--- src/rtl/core/gnso_ram.sv ---
// Generic single-write, single-read synchronous RAM with registered read data.
`timescale 1ns / 1ps
`default_nettype none

module gnso_ram #(
    parameter int WIDTH = 72,
    parameter int DEPTH = 32
) (
    input  wire logic                     clk,
    input  wire logic                     we,
    input  wire logic [$clog2(DEPTH)-1:0] waddr,
    input  wire logic [WIDTH-1:0]         wdata,
    input  wire logic [$clog2(DEPTH)-1:0] raddr,
    output logic      [WIDTH-1:0]         rdata
);

    logic [WIDTH-1:0] mem_reg [DEPTH];
    logic [WIDTH-1:0] rdata_reg;

    always_ff @(posedge clk)
    begin
        if (we)
        begin
            mem_reg[waddr] <= wdata;
        end
        rdata_reg <= mem_reg[raddr];
    end

    assign rdata = rdata_reg;

endmodule

`default_nettype wire

--- config.mk ---
export PLATFORM = sky130hd
export DESIGN_NAME = gnso_ram
export DESIGN_NICKNAME = d
export VERILOG_FILES = /design/src/rtl/core/gnso_ram.sv
export SDC_FILE = /design/constraint.sdc
export NUM_CORES = 2
export LEC_CHECK = 0
export BUFFER_PORTS_ARGS = -buffer_cell sky130_fd_sc_hd__buf_2
export CAP_MARGIN = 0
export CELL_PAD_IN_SITES_DETAIL_PLACEMENT = 1
export CELL_PAD_IN_SITES_GLOBAL_PLACEMENT = 2
export CORE_MARGIN = 4
export CORE_UTILIZATION = 50
export CTS_BUF_LIST = sky130_fd_sc_hd__clkbuf_8
export DETAILED_ROUTE_END_ITERATION = 12
export GPL_TIMING_DRIVEN = 0
export PLACE_DENSITY = 0.76
export SETUP_SLACK_MARGIN = 0.15
export SYNTH_ARGS = -nofsm -noshare
export SYNTH_HDL_FRONTEND = slang
export SYNTH_SLANG_ARGS = --single-unit
--- constraint.sdc ---
create_clock -name clk -period 6 [get_ports clk]
set_input_delay 0.3 -clock clk [delete_from_list [all_inputs] [get_ports clk]]
set_output_delay 0.3 -clock clk [all_outputs]
set_load 0.005 [all_outputs]
==> flow_summary.ini <==
[global_routing]
grt_pass1_vias = 50200
grt_use_total = 0.282
gr-total-overflow = 0
grt_max_degree = 33
antenna_found_initial = 10
grt_pass1_wl_um = 371000

[sta]
worst_pin_slew_ps = 1540
relSlewSlack = -0.0255
finalWorstPathRequiredPeriod_ps = 3010
clock_skew_ps = 68.2
fmax_mhz = 332
setup-violations-final = 0
report.final.slew_viol_count = 11
fin_crit_sh = 0.502
hold_viol_final = 0
rsz0062_at_grt = no

[route]
firstDrtPassIters = 6
drt_iter0_drc = 5217
vias = 47000
drt-wirelength-per-cell_um = 34.3
ant_nets = 0
via_per_inst = 6.19
post-route-drc-count = 0
dr_wl_met2_um = 131000
detailroute.wirelength.met3_um = 19400
wl_um = 260000
topRoutingLayerUsed = met4
wl_met1_um = 99800

[final_layout]
syn2layout_area_growth_pct = 16.0
num-fill-cells = 15100
drive_above_1_share = 0.229
layout.cells.non_filler = 7591
largest_reg_flops = 2304
finalNetCount = 5032
multi_input_area_um2 = 17500
final-seq-area_um2 = 70600
finish.utilization = 0.585

[floorplanning]
initial_utilization = 0.504
dieArea_um2 = 185000
fp.dieW_um = 430
die_y_um = 430
io_pins = 156
coreArea_um2 = 177000
row_count = 154

[synth]
yosysSeqAreaShare = 0.793
ys_top_cells_by_area = edfxtp_1, mux4_2, mux2i_1
yosysWarnings = 0
ys_seq_elements = 2376
synth_area_um2 = 89100
syn_nets = 4292
syn_area_per_cell_um2 = 21.2
syn_inst = 4208
yosysUniqueCellTypes = 32
synth_top_area_share = 0.776
synth_largest_area_cell = edfxtp_1

[worst_setup_path]
critPathArrivalTime_ps = 3910
path_max_fanout = 10
worstPathRequired_ps = 6900
rr_worst_depth = 4
rr_startpoint = mem_reg[2][35]
end_kind = flop
startpoint = raddr[1]
critPathKind = input pin to flop
start_kind = input pin

[clock_tree]
post_cts_buffers = 0
cts_tree = yes
cts.htree.levels = 5
clock_path_buffers = 4
cts_made_buffers = 390
clock-sinks = 2376
clkSlewWorstSetupHoldPaths_ps = 60
cts_resized = 0
root_buffer = clkbuf_8
insertion_delay_ps = 1070
cts_hold_buf = 77

[worst_hold_path]
hold_class = input pin to flop
whs_path_depth = 4
hold_start = raddr[2]

[outcome]
violations = capacitance limit, slew limit
status = finished with violations

[placed_design]
portBuffers = 152
dp.cells = 6819
dp_hpwl_um = 170000
place_congestion = 0.761

[power]
power_uw = 33400
peakVddDrop_v = 0.000244
p_leak_uw = 0.0348
power.density_nw_per_um2 = 323

[flow_run]
drv_cap = 1
cell type report:
| cell class | instances | share of cell area |
|---|---|---|
| Clock inverter | 269 | 0.0123 |
| Tap cell | 2340 | 0.0283 |
| Sequential cell | 2376 | 0.683 |
| Buffer | 237 | 0.0124 |
| Timing Repair Buffer | 348 | 0.0386 |
| Multi-Input combinational cell | 1595 | 0.169 |
| Antenna cell | 5 | 0.000121 |
| Clock buffer | 421 | 0.0561 |
through the flow:
step / setup slack [ps] / TNS (ps) / hold slack [ps] / cell area (um2)
2_1_floorplan: 1530 / 0 / 399 / 89100
3_3_place_gp: -3880 / -7315040 / 677 / 92800
3_5_place_dp: 2040 / 0 / 678 / 95500
4_1_cts: 3170 / 0 / 106 / 103000
5_1_grt: 3080 / 0 / 101 / 103000
6_report: 2990 / 0 / 175 / 103000
power breakdown:
part	internal [uW]	switching [uW]	total, uW
clock network	6720	6300	13000
registers	18500	64.0	18500
logic	630	1210	1840
total	25800	7570	33400
cell families (layout without fill, tap and decap cells):
kind of cell           count (synthesis)  count (layout)  share of synthesized area
and+or+nand+nor                      262             262                     0.0153
AOI/OAI and AO/OA                    477             477                     0.0400
other                                  0               5                          0
DFF                                 2376            2376                      0.793
buffers and inverters                237            1275                     0.0144
muxes                                856             856                      0.138
critical path: stages:
cell,delay (ps)
buf_2,310
nor2b_1,570
and2_1,220
clkbuf_1,780
clkbuf_1,1060
a22oi_1,260
nand3_1,390
final timing paths:
path | end | slack [ps]
hold / removal | rdata[3] | 180
hold reg to reg | rdata[0] | 710
setup reg to reg | rdata[35] | 3970
setup / recovery | rdata[70] | 2990
cells in the final DEF, fill, tap and decap left out, types with 5 or more instances in the layout:
master	instances
nor2_4	32
nand2_1	9
a22oi_1	367
and2_1	9
clkbuf_1	98
bufinv_16	7
a22o_1	45
dlygate4sd3_1	77
clkinv_1	72
buf_6	28
a221oi_1	6
nand4_1	27
clkbuf_8	421
o211ai_1	6
clkinv_2	28
mux4_2	296
nand3b_1	5
inv_1	153
a31oi_1	39
mux2i_1	560
a21oi_1	6
buf_2	233
edfxtp_1	2304
buf_4	21
nand3_1	138
o21ai_0	6
nor2b_1	19
buf_16	11
nor2_1	6
buf_1	7
dfxtp_1	72
buf_12	107
diode_2	5
synthesized netlist by cell type:
cell type / n
and2_0: 2
nand4_1: 27
a22o_1: 45
nor2_2: 2
a21oi_1: 6
buf_2: 81
edfxtp_1: 2304
dfxtp_1: 72
and2_1: 9
clkbuf_1: 100
buf_1: 7
nand3b_1: 5
or3_1: 1
nand2_1: 9
nand3_1: 138
or3b_2: 3
and3_1: 2
a2bb2oi_1: 2
nor2_1: 39
buf_4: 21
nor3b_2: 1
a31oi_1: 39
mux4_2: 296
a22oi_1: 367
a221oi_1: 6
buf_6: 28
mux2i_1: 560
nor2b_1: 19
and3b_1: 2
nor3_1: 3
o211ai_1: 6
o21ai_0: 6
per-layer routing:
metal | up-vias | GRT usage
li1 | 19200 | -
met3 | 527 | 0.0491
met4 | 0 | 0.108
met2 | 2274 | 0.476
met5 | - | 0
met1 | 25000 | 0.369
No activity file was read; power rests on OpenSTA's default activity.
