$ cat config.mk
export PLATFORM = sky130hd
export DESIGN_NAME = gnso_dist
export DESIGN_NICKNAME = d
export VERILOG_FILES = /design/src/rtl/core/gnso_pkg.sv /design/src/rtl/core/gnso_dist.sv
export SDC_FILE = /design/constraint.sdc
export NUM_CORES = 2
export LEC_CHECK = 0
export BUFFER_PORTS_ARGS = -buffer_cell sky130_fd_sc_hd__clkbuf_2
export CAP_MARGIN = 10
export CORE_MARGIN = 3
export CORE_UTILIZATION = 67
export CTS_BUF_LIST = sky130_fd_sc_hd__clkbuf_8
export CTS_CLUSTER_SIZE = 14
export DETAILED_ROUTE_END_ITERATION = 10
export PLACE_DENSITY_LB_ADDON = 0.2
export SYNTH_ARGS = -nofsm -noshare
export SYNTH_HDL_FRONTEND = slang
export SYNTH_SLANG_ARGS = --single-unit
$ cat constraint.sdc
create_clock -name clk -period 8.6 [get_ports clk]
set_clock_uncertainty 0.05 [all_clocks]
set_input_delay 1.29 -clock clk [delete_from_list [all_inputs] [get_ports clk]]
set_output_delay 1.29 -clock clk [all_outputs]
set_load 0.1 [all_outputs]
$ cat src/rtl/core/gnso_pkg.sv
// Types and constants shared by the greedy nearest segment ordering block.
`timescale 1ns / 1ps
`default_nettype none

package gnso_pkg;

    localparam int COORD_BITS   = 24;
    localparam int IDX_BITS     = 6;
    localparam int ABS_BITS     = COORD_BITS + 1;
    localparam int SQ_BITS      = 2 * COORD_BITS + 1;
    localparam int DIST_BITS    = 2 * COORD_BITS + 2;
    localparam int CFG_IDX_BITS = 2;

    localparam logic [CFG_IDX_BITS-1:0] CFG_REF_X = 2'd0;
    localparam logic [CFG_IDX_BITS-1:0] CFG_REF_Y = 2'd1;
    localparam logic [CFG_IDX_BITS-1:0] CFG_REF_Z = 2'd2;

    typedef logic signed [COORD_BITS-1:0] coord_t;
    typedef logic [DIST_BITS-1:0] dist_t;

    typedef struct packed {
        coord_t x;
        coord_t y;
        coord_t z;
    } point_t;

    typedef struct packed {
        coord_t head_x;
        coord_t head_y;
        coord_t head_z;
        coord_t tail_x;
        coord_t tail_y;
        coord_t tail_z;
        logic   final_segment;
    } item_t;

    typedef struct packed {
        logic [IDX_BITS-1:0] segment_index;
        logic                end_of_order;
        logic                dropped;
    } result_t;

    // candidate tag carried alongside the distance pipeline
    typedef struct packed {
        logic                valid;
        logic [IDX_BITS-1:0] idx;
    } cand_tag_t;

endpackage

`default_nettype wire

$ cat src/rtl/core/gnso_dist.sv
// Two-stage squared distance pipeline: absolute differences, then squares and sum.
`timescale 1ns / 1ps
`default_nettype none

module gnso_dist (
    input  wire logic                      clk,
    input  wire logic                      rst_n,
    input  wire gnso_pkg::point_t          pt_a,
    input  wire gnso_pkg::point_t          pt_b,
    input  wire gnso_pkg::cand_tag_t       tag_in,
    output gnso_pkg::dist_t                dist_sq,
    output gnso_pkg::cand_tag_t            tag_out
);

    localparam int AB = gnso_pkg::ABS_BITS;
    localparam int SB = gnso_pkg::SQ_BITS;
    localparam int DB = gnso_pkg::DIST_BITS;

    logic signed [AB-1:0] dx, dy, dz;
    logic [AB-1:0] ax_reg, ay_reg, az_reg;
    logic [SB-1:0] sx_reg, sy_reg, sz_reg;
    logic [2*AB-1:0] px, py, pz;
    gnso_pkg::cand_tag_t tag2_reg, tag3_reg;

    assign dx = AB'(pt_a.x) - AB'(pt_b.x);
    assign dy = AB'(pt_a.y) - AB'(pt_b.y);
    assign dz = AB'(pt_a.z) - AB'(pt_b.z);

    assign px = ax_reg * ax_reg;
    assign py = ay_reg * ay_reg;
    assign pz = az_reg * az_reg;

    always_ff @(posedge clk or negedge rst_n)
    begin
        if (!rst_n)
        begin
            tag2_reg <= '0;
            tag3_reg <= '0;
        end
        else
        begin
            tag2_reg <= tag_in;
            tag3_reg <= tag2_reg;
        end
    end

    always_ff @(posedge clk)
    begin
        ax_reg <= dx[AB-1] ? AB'(-dx) : AB'(dx);
        ay_reg <= dy[AB-1] ? AB'(-dy) : AB'(dy);
        az_reg <= dz[AB-1] ? AB'(-dz) : AB'(dz);
        sx_reg <= px[SB-1:0];
        sy_reg <= py[SB-1:0];
        sz_reg <= pz[SB-1:0];
    end

    assign dist_sq = DB'(sx_reg) + DB'(sy_reg) + DB'(sz_reg);
    assign tag_out = tag3_reg;

endmodule

`default_nettype wire

==> summary.md <==
| Metric | Value |
|---|---|
| First-pass GRT wire length | 266000 µm |
| Synth Register Bits | between 200 and 250 |
| Async set or reset register ratio after synthesis | 0.06009 |
| Post-Synthesis Cell Area | 67270 µm² |
| Crit path largest cell delay | 0.66 ns |
| Register area share after synthesis | 0.07038 |
| Max FO, Critical Path | 11 |
| Mean number of vias per cell | roughly 5.5 |
| Final wirelength | ~160000 µm |
| Nets | between 9000 and 10000 |
| Max-cap violations | 0 |
| Vias | 49342 |
| CTS resizes | 0 |
| H-tree depth | 2 |
| Worst Path Buf+Inv | 7 |
| Distinct cells, synth | a little under 90 |
| Hold Buf Count CTS | 0 |
| Status | finished clean |
| Overall routing resource usage | 0.3227 |
| GPL Wtd Cong | between 0.9 and 1 |
| Horiz. Die Dim | ~320 µm |
| Overflow after GRT | 0 |
| Worst path slowest cell | dfxtp_1 |
| Post-synth EDFFs | 0 |
| Setup_tns | 0 ns |
| Crit path arrival time | approximately 8.6 ns |
| Initial cell density of the core | 0.6795 |
| Average wire per standard cell | about 18 µm |
| P&R area growth vs syn | 5.308% |
| RSZ-0062 raised after global routing | false |
| Cell count after synthesis | about 7500 |
| Type of the worst setup path | reg2reg |
| Die height | roughly 320 µm |
| Hold Crit Class | reg2reg |
| Largest net degree at the start of global routing | 29 |
| DR iter-0 viols | just under 3000 |
| Root Buffer | clkbuf_8 |
| CTS Buf Count | 42 |
| Critical Path End Type | register |
| Clk_lat worst skew | 0.70 ns |
| Part of the cycle the worst path needs | 0.9455 |
| Row count | between 100 and 150 |
| Avg Inst Size Synth | 9.028 µm² |
| Cell family with most CP delay | adder cells |
| PortBufs | about 210 |
| Placed instance area | roughly 70000 µm² |
| CTS tree | done |
| Synth warnings | 0 |
| WP data required | about 9.1 ns |
| Final Cell Area | roughly 71000 µm² |
| Vias in the first global route | 52786 |
| Core Footprint | just under 100000 µm² |
| Highest clock rate | roughly 120 MHz |
| Final setup fails | 0 |
| Final ANT Viol Nets | 0 |
| Post-DP HPWL | ~140000 µm |
| I/O Pins | 210 |
| CP Launch Type | register |
| Post-CTS Setup Bufs | 0 |
| Die area | 104200 µm² |
| Ys flop type | dfxtp_1 |
| Relative slew slack | 0.1748 |
| Slew @ Worst Pin | ~1.2 ns |
| Clock sinks | approximately 230 |
| # DRC | 0 |
| Initial antenna violation count | 10 |
| Max Buffers Root-to-Sink | 3 |
| Drt pass-1 iters | 6 |
| Clock-pin transition on the worst setup and hold timing paths | 0.07 ns |
| Min cycle time layout | 8.131 ns |
| Final Hold Fails | 0 |
| Share of layout cells above drive strength 1 | 0.05532 |
| Final slew viol count | 0 |
synth_stat cells, types with 6 or more instances:
cell / instances / area, µm²
a2111oi_0: 8 / 70.07
a211o_1: 6 / 52.55
a211oi_1: 28 / 210.2
a21boi_0: 7 / 52.55
a21o_1: 152 / 1141
a21oi_1: 239 / 1196
a221o_1: 8 / 80.08
a221oi_1: 10 / 87.58
a311oi_1: 8 / 70.07
a31o_2: 9 / 78.83
a31oi_1: 46 / 287.8
a41oi_1: 6 / 52.55
and2_1: 377 / 2359
and3_1: 38 / 237.7
and4_1: 11 / 96.34
clkbuf_1: 201 / 754.5
dfrtp_1: 14 / 350.3
dfxtp_1: 219 / 4384
fa_1: 1451 / 29050
ha_1: 674 / 8433
inv_1: 2127 / 7984
mux2_2: 6 / 67.56
mux2i_1: 9 / 90.09
nand2_1: 607 / 2278
nand2b_1: 31 / 193.9
nand3_1: 57 / 285.3
nand3b_1: 6 / 45.04
nand4_1: 33 / 206.5
nor2_1: 241 / 904.6
nor2b_1: 50 / 312.8
nor3_1: 42 / 210.2
nor3b_1: 12 / 90.09
o211ai_1: 22 / 165.2
o21a_1: 45 / 337.8
o21ai_0: 142 / 710.7
o21ai_1: 11 / 55.05
o21bai_1: 29 / 217.7
o22ai_1: 6 / 37.54
o31a_1: 6 / 52.55
o31ai_1: 14 / 105.1
or2_2: 14 / 87.58
or3_1: 12 / 75.07
xnor2_1: 230 / 2014
xor2_1: 94 / 823.3
path summary, 6_finish.rpt:
check | start | endpoint | slack [ns] | depth (start not counted)
setup / recovery | ay_reg[3]$_DFF_P_ | sy_reg[48]$_DFF_P_ | 0.47 | 25
hold / removal | tag2_reg[0]$_DFF_PN0_ | tag_out[0]$_DFF_PN0_ | 0.30 | 0
setup reg to reg | ay_reg[3]$_DFF_P_ | sy_reg[48]$_DFF_P_ | 0.47 | 25
hold reg to reg | tag2_reg[0]$_DFF_PN0_ | tag_out[0]$_DFF_PN0_ | 0.30 | 0
max in group asynchronous | rst_n | tag_out[6]$_DFF_PN0_ | 7.82 | 1
min in group asynchronous | rst_n | tag_out[0]$_DFF_PN0_ | 0.44 | 1
layout by cell type (no fill, tap or decap), drive strengths merged, types with 11 or more instances in the layout:
| cell type | n |
|---|---|
| inv | 2138 |
| fa | 1451 |
| ha | 674 |
| nand2 | 607 |
| and2 | 377 |
| clkbuf | 256 |
| nor2 | 241 |
| a21oi | 239 |
| xnor2 | 230 |
| dfxtp | 219 |
| o21ai | 153 |
| a21o | 152 |
| buf | 98 |
| xor2 | 95 |
| nand3 | 57 |
| nor2b | 50 |
| a31oi | 46 |
| o21a | 45 |
| nor3 | 45 |
| and3 | 38 |
| nand4 | 34 |
| nand2b | 31 |
| o21bai | 29 |
| a211oi | 28 |
| o211ai | 22 |
| or2 | 15 |
| o31ai | 15 |
| dfrtp | 14 |
| nor3b | 12 |
| or3 | 12 |
| a221oi | 12 |
| and4 | 11 |
worst reg2reg max path, delay by kind of cell (launching register included):
kind / cells / cell delay [ns]
flops: 1 / 0.66
fa+ha+maj: 8 / 3.94
buf+inv: 7 / 0.36
simple gates: 6 / 1.53
compound gates: 3 / 1.10
mux: 1 / 0.36
layout make-up:
cell class              instances  area (µm²)
inverters                    2127        7984
flip-flops and latches        233        4735
clock inverters                28       275.3
fillers                      7635       28150
diodes                          4       10.01
multi-input cells            4886       53790
repair buffers                307        1794
well taps                    1287        1610
clock buffers                  47       646.9
stage by stage:
| stage | worst slack [ns] | util | instances | hold WS [ns] |
|---|---|---|---|---|
| floorplan | 1.064 | - | 7453 | 0.2812 |
| global placement | 0.6763 | 0.7062 | 8840 | 0.2813 |
| detailed placement | 0.5930 | 0.7062 | 8840 | 0.2847 |
| CTS | 0.5378 | 0.7155 | 8915 | 0.2993 |
| global route | 0.1814 | 0.7155 | 8916 | 0.3015 |
| finish | 0.4687 | 0.7156 | 8919 | 0.2977 |
logic make-up (layout without fill, tap and decap cells):
| kind of cell | Yosys count | count (layout) | share of synthesized area |
|---|---|---|---|
| xor gates and xnor gates | 325 | 325 | 0.04243 |
| DFF | 233 | 233 | 0.07038 |
| other | 1 | 7 | 0.00005574 |
| adders and majority gates | 2125 | 2125 | 0.5572 |
| and+or+nand+nor | 1565 | 1565 | 0.1146 |
| buffers and inverters | 2334 | 2509 | 0.1303 |
| muxes | 15 | 15 | 0.002344 |
| AOI/OAI and AO/OA | 853 | 853 | 0.08277 |
routing by layer:
metal / GRT usage / vias up / part of all wire
met5: 0 / - / 0
met4: 0.09521 / 0 / 0.031
met3: 0.04755 / 340 / 0.073
met2: 0.5492 / 1612 / 0.49
met1: 0.4328 / 24739 / 0.41
li1: - / 22651 / -
Power is left out: the tool's default activity adds up to more than one toggle a clock period on the data nets, which glitch-free logic cannot reach.
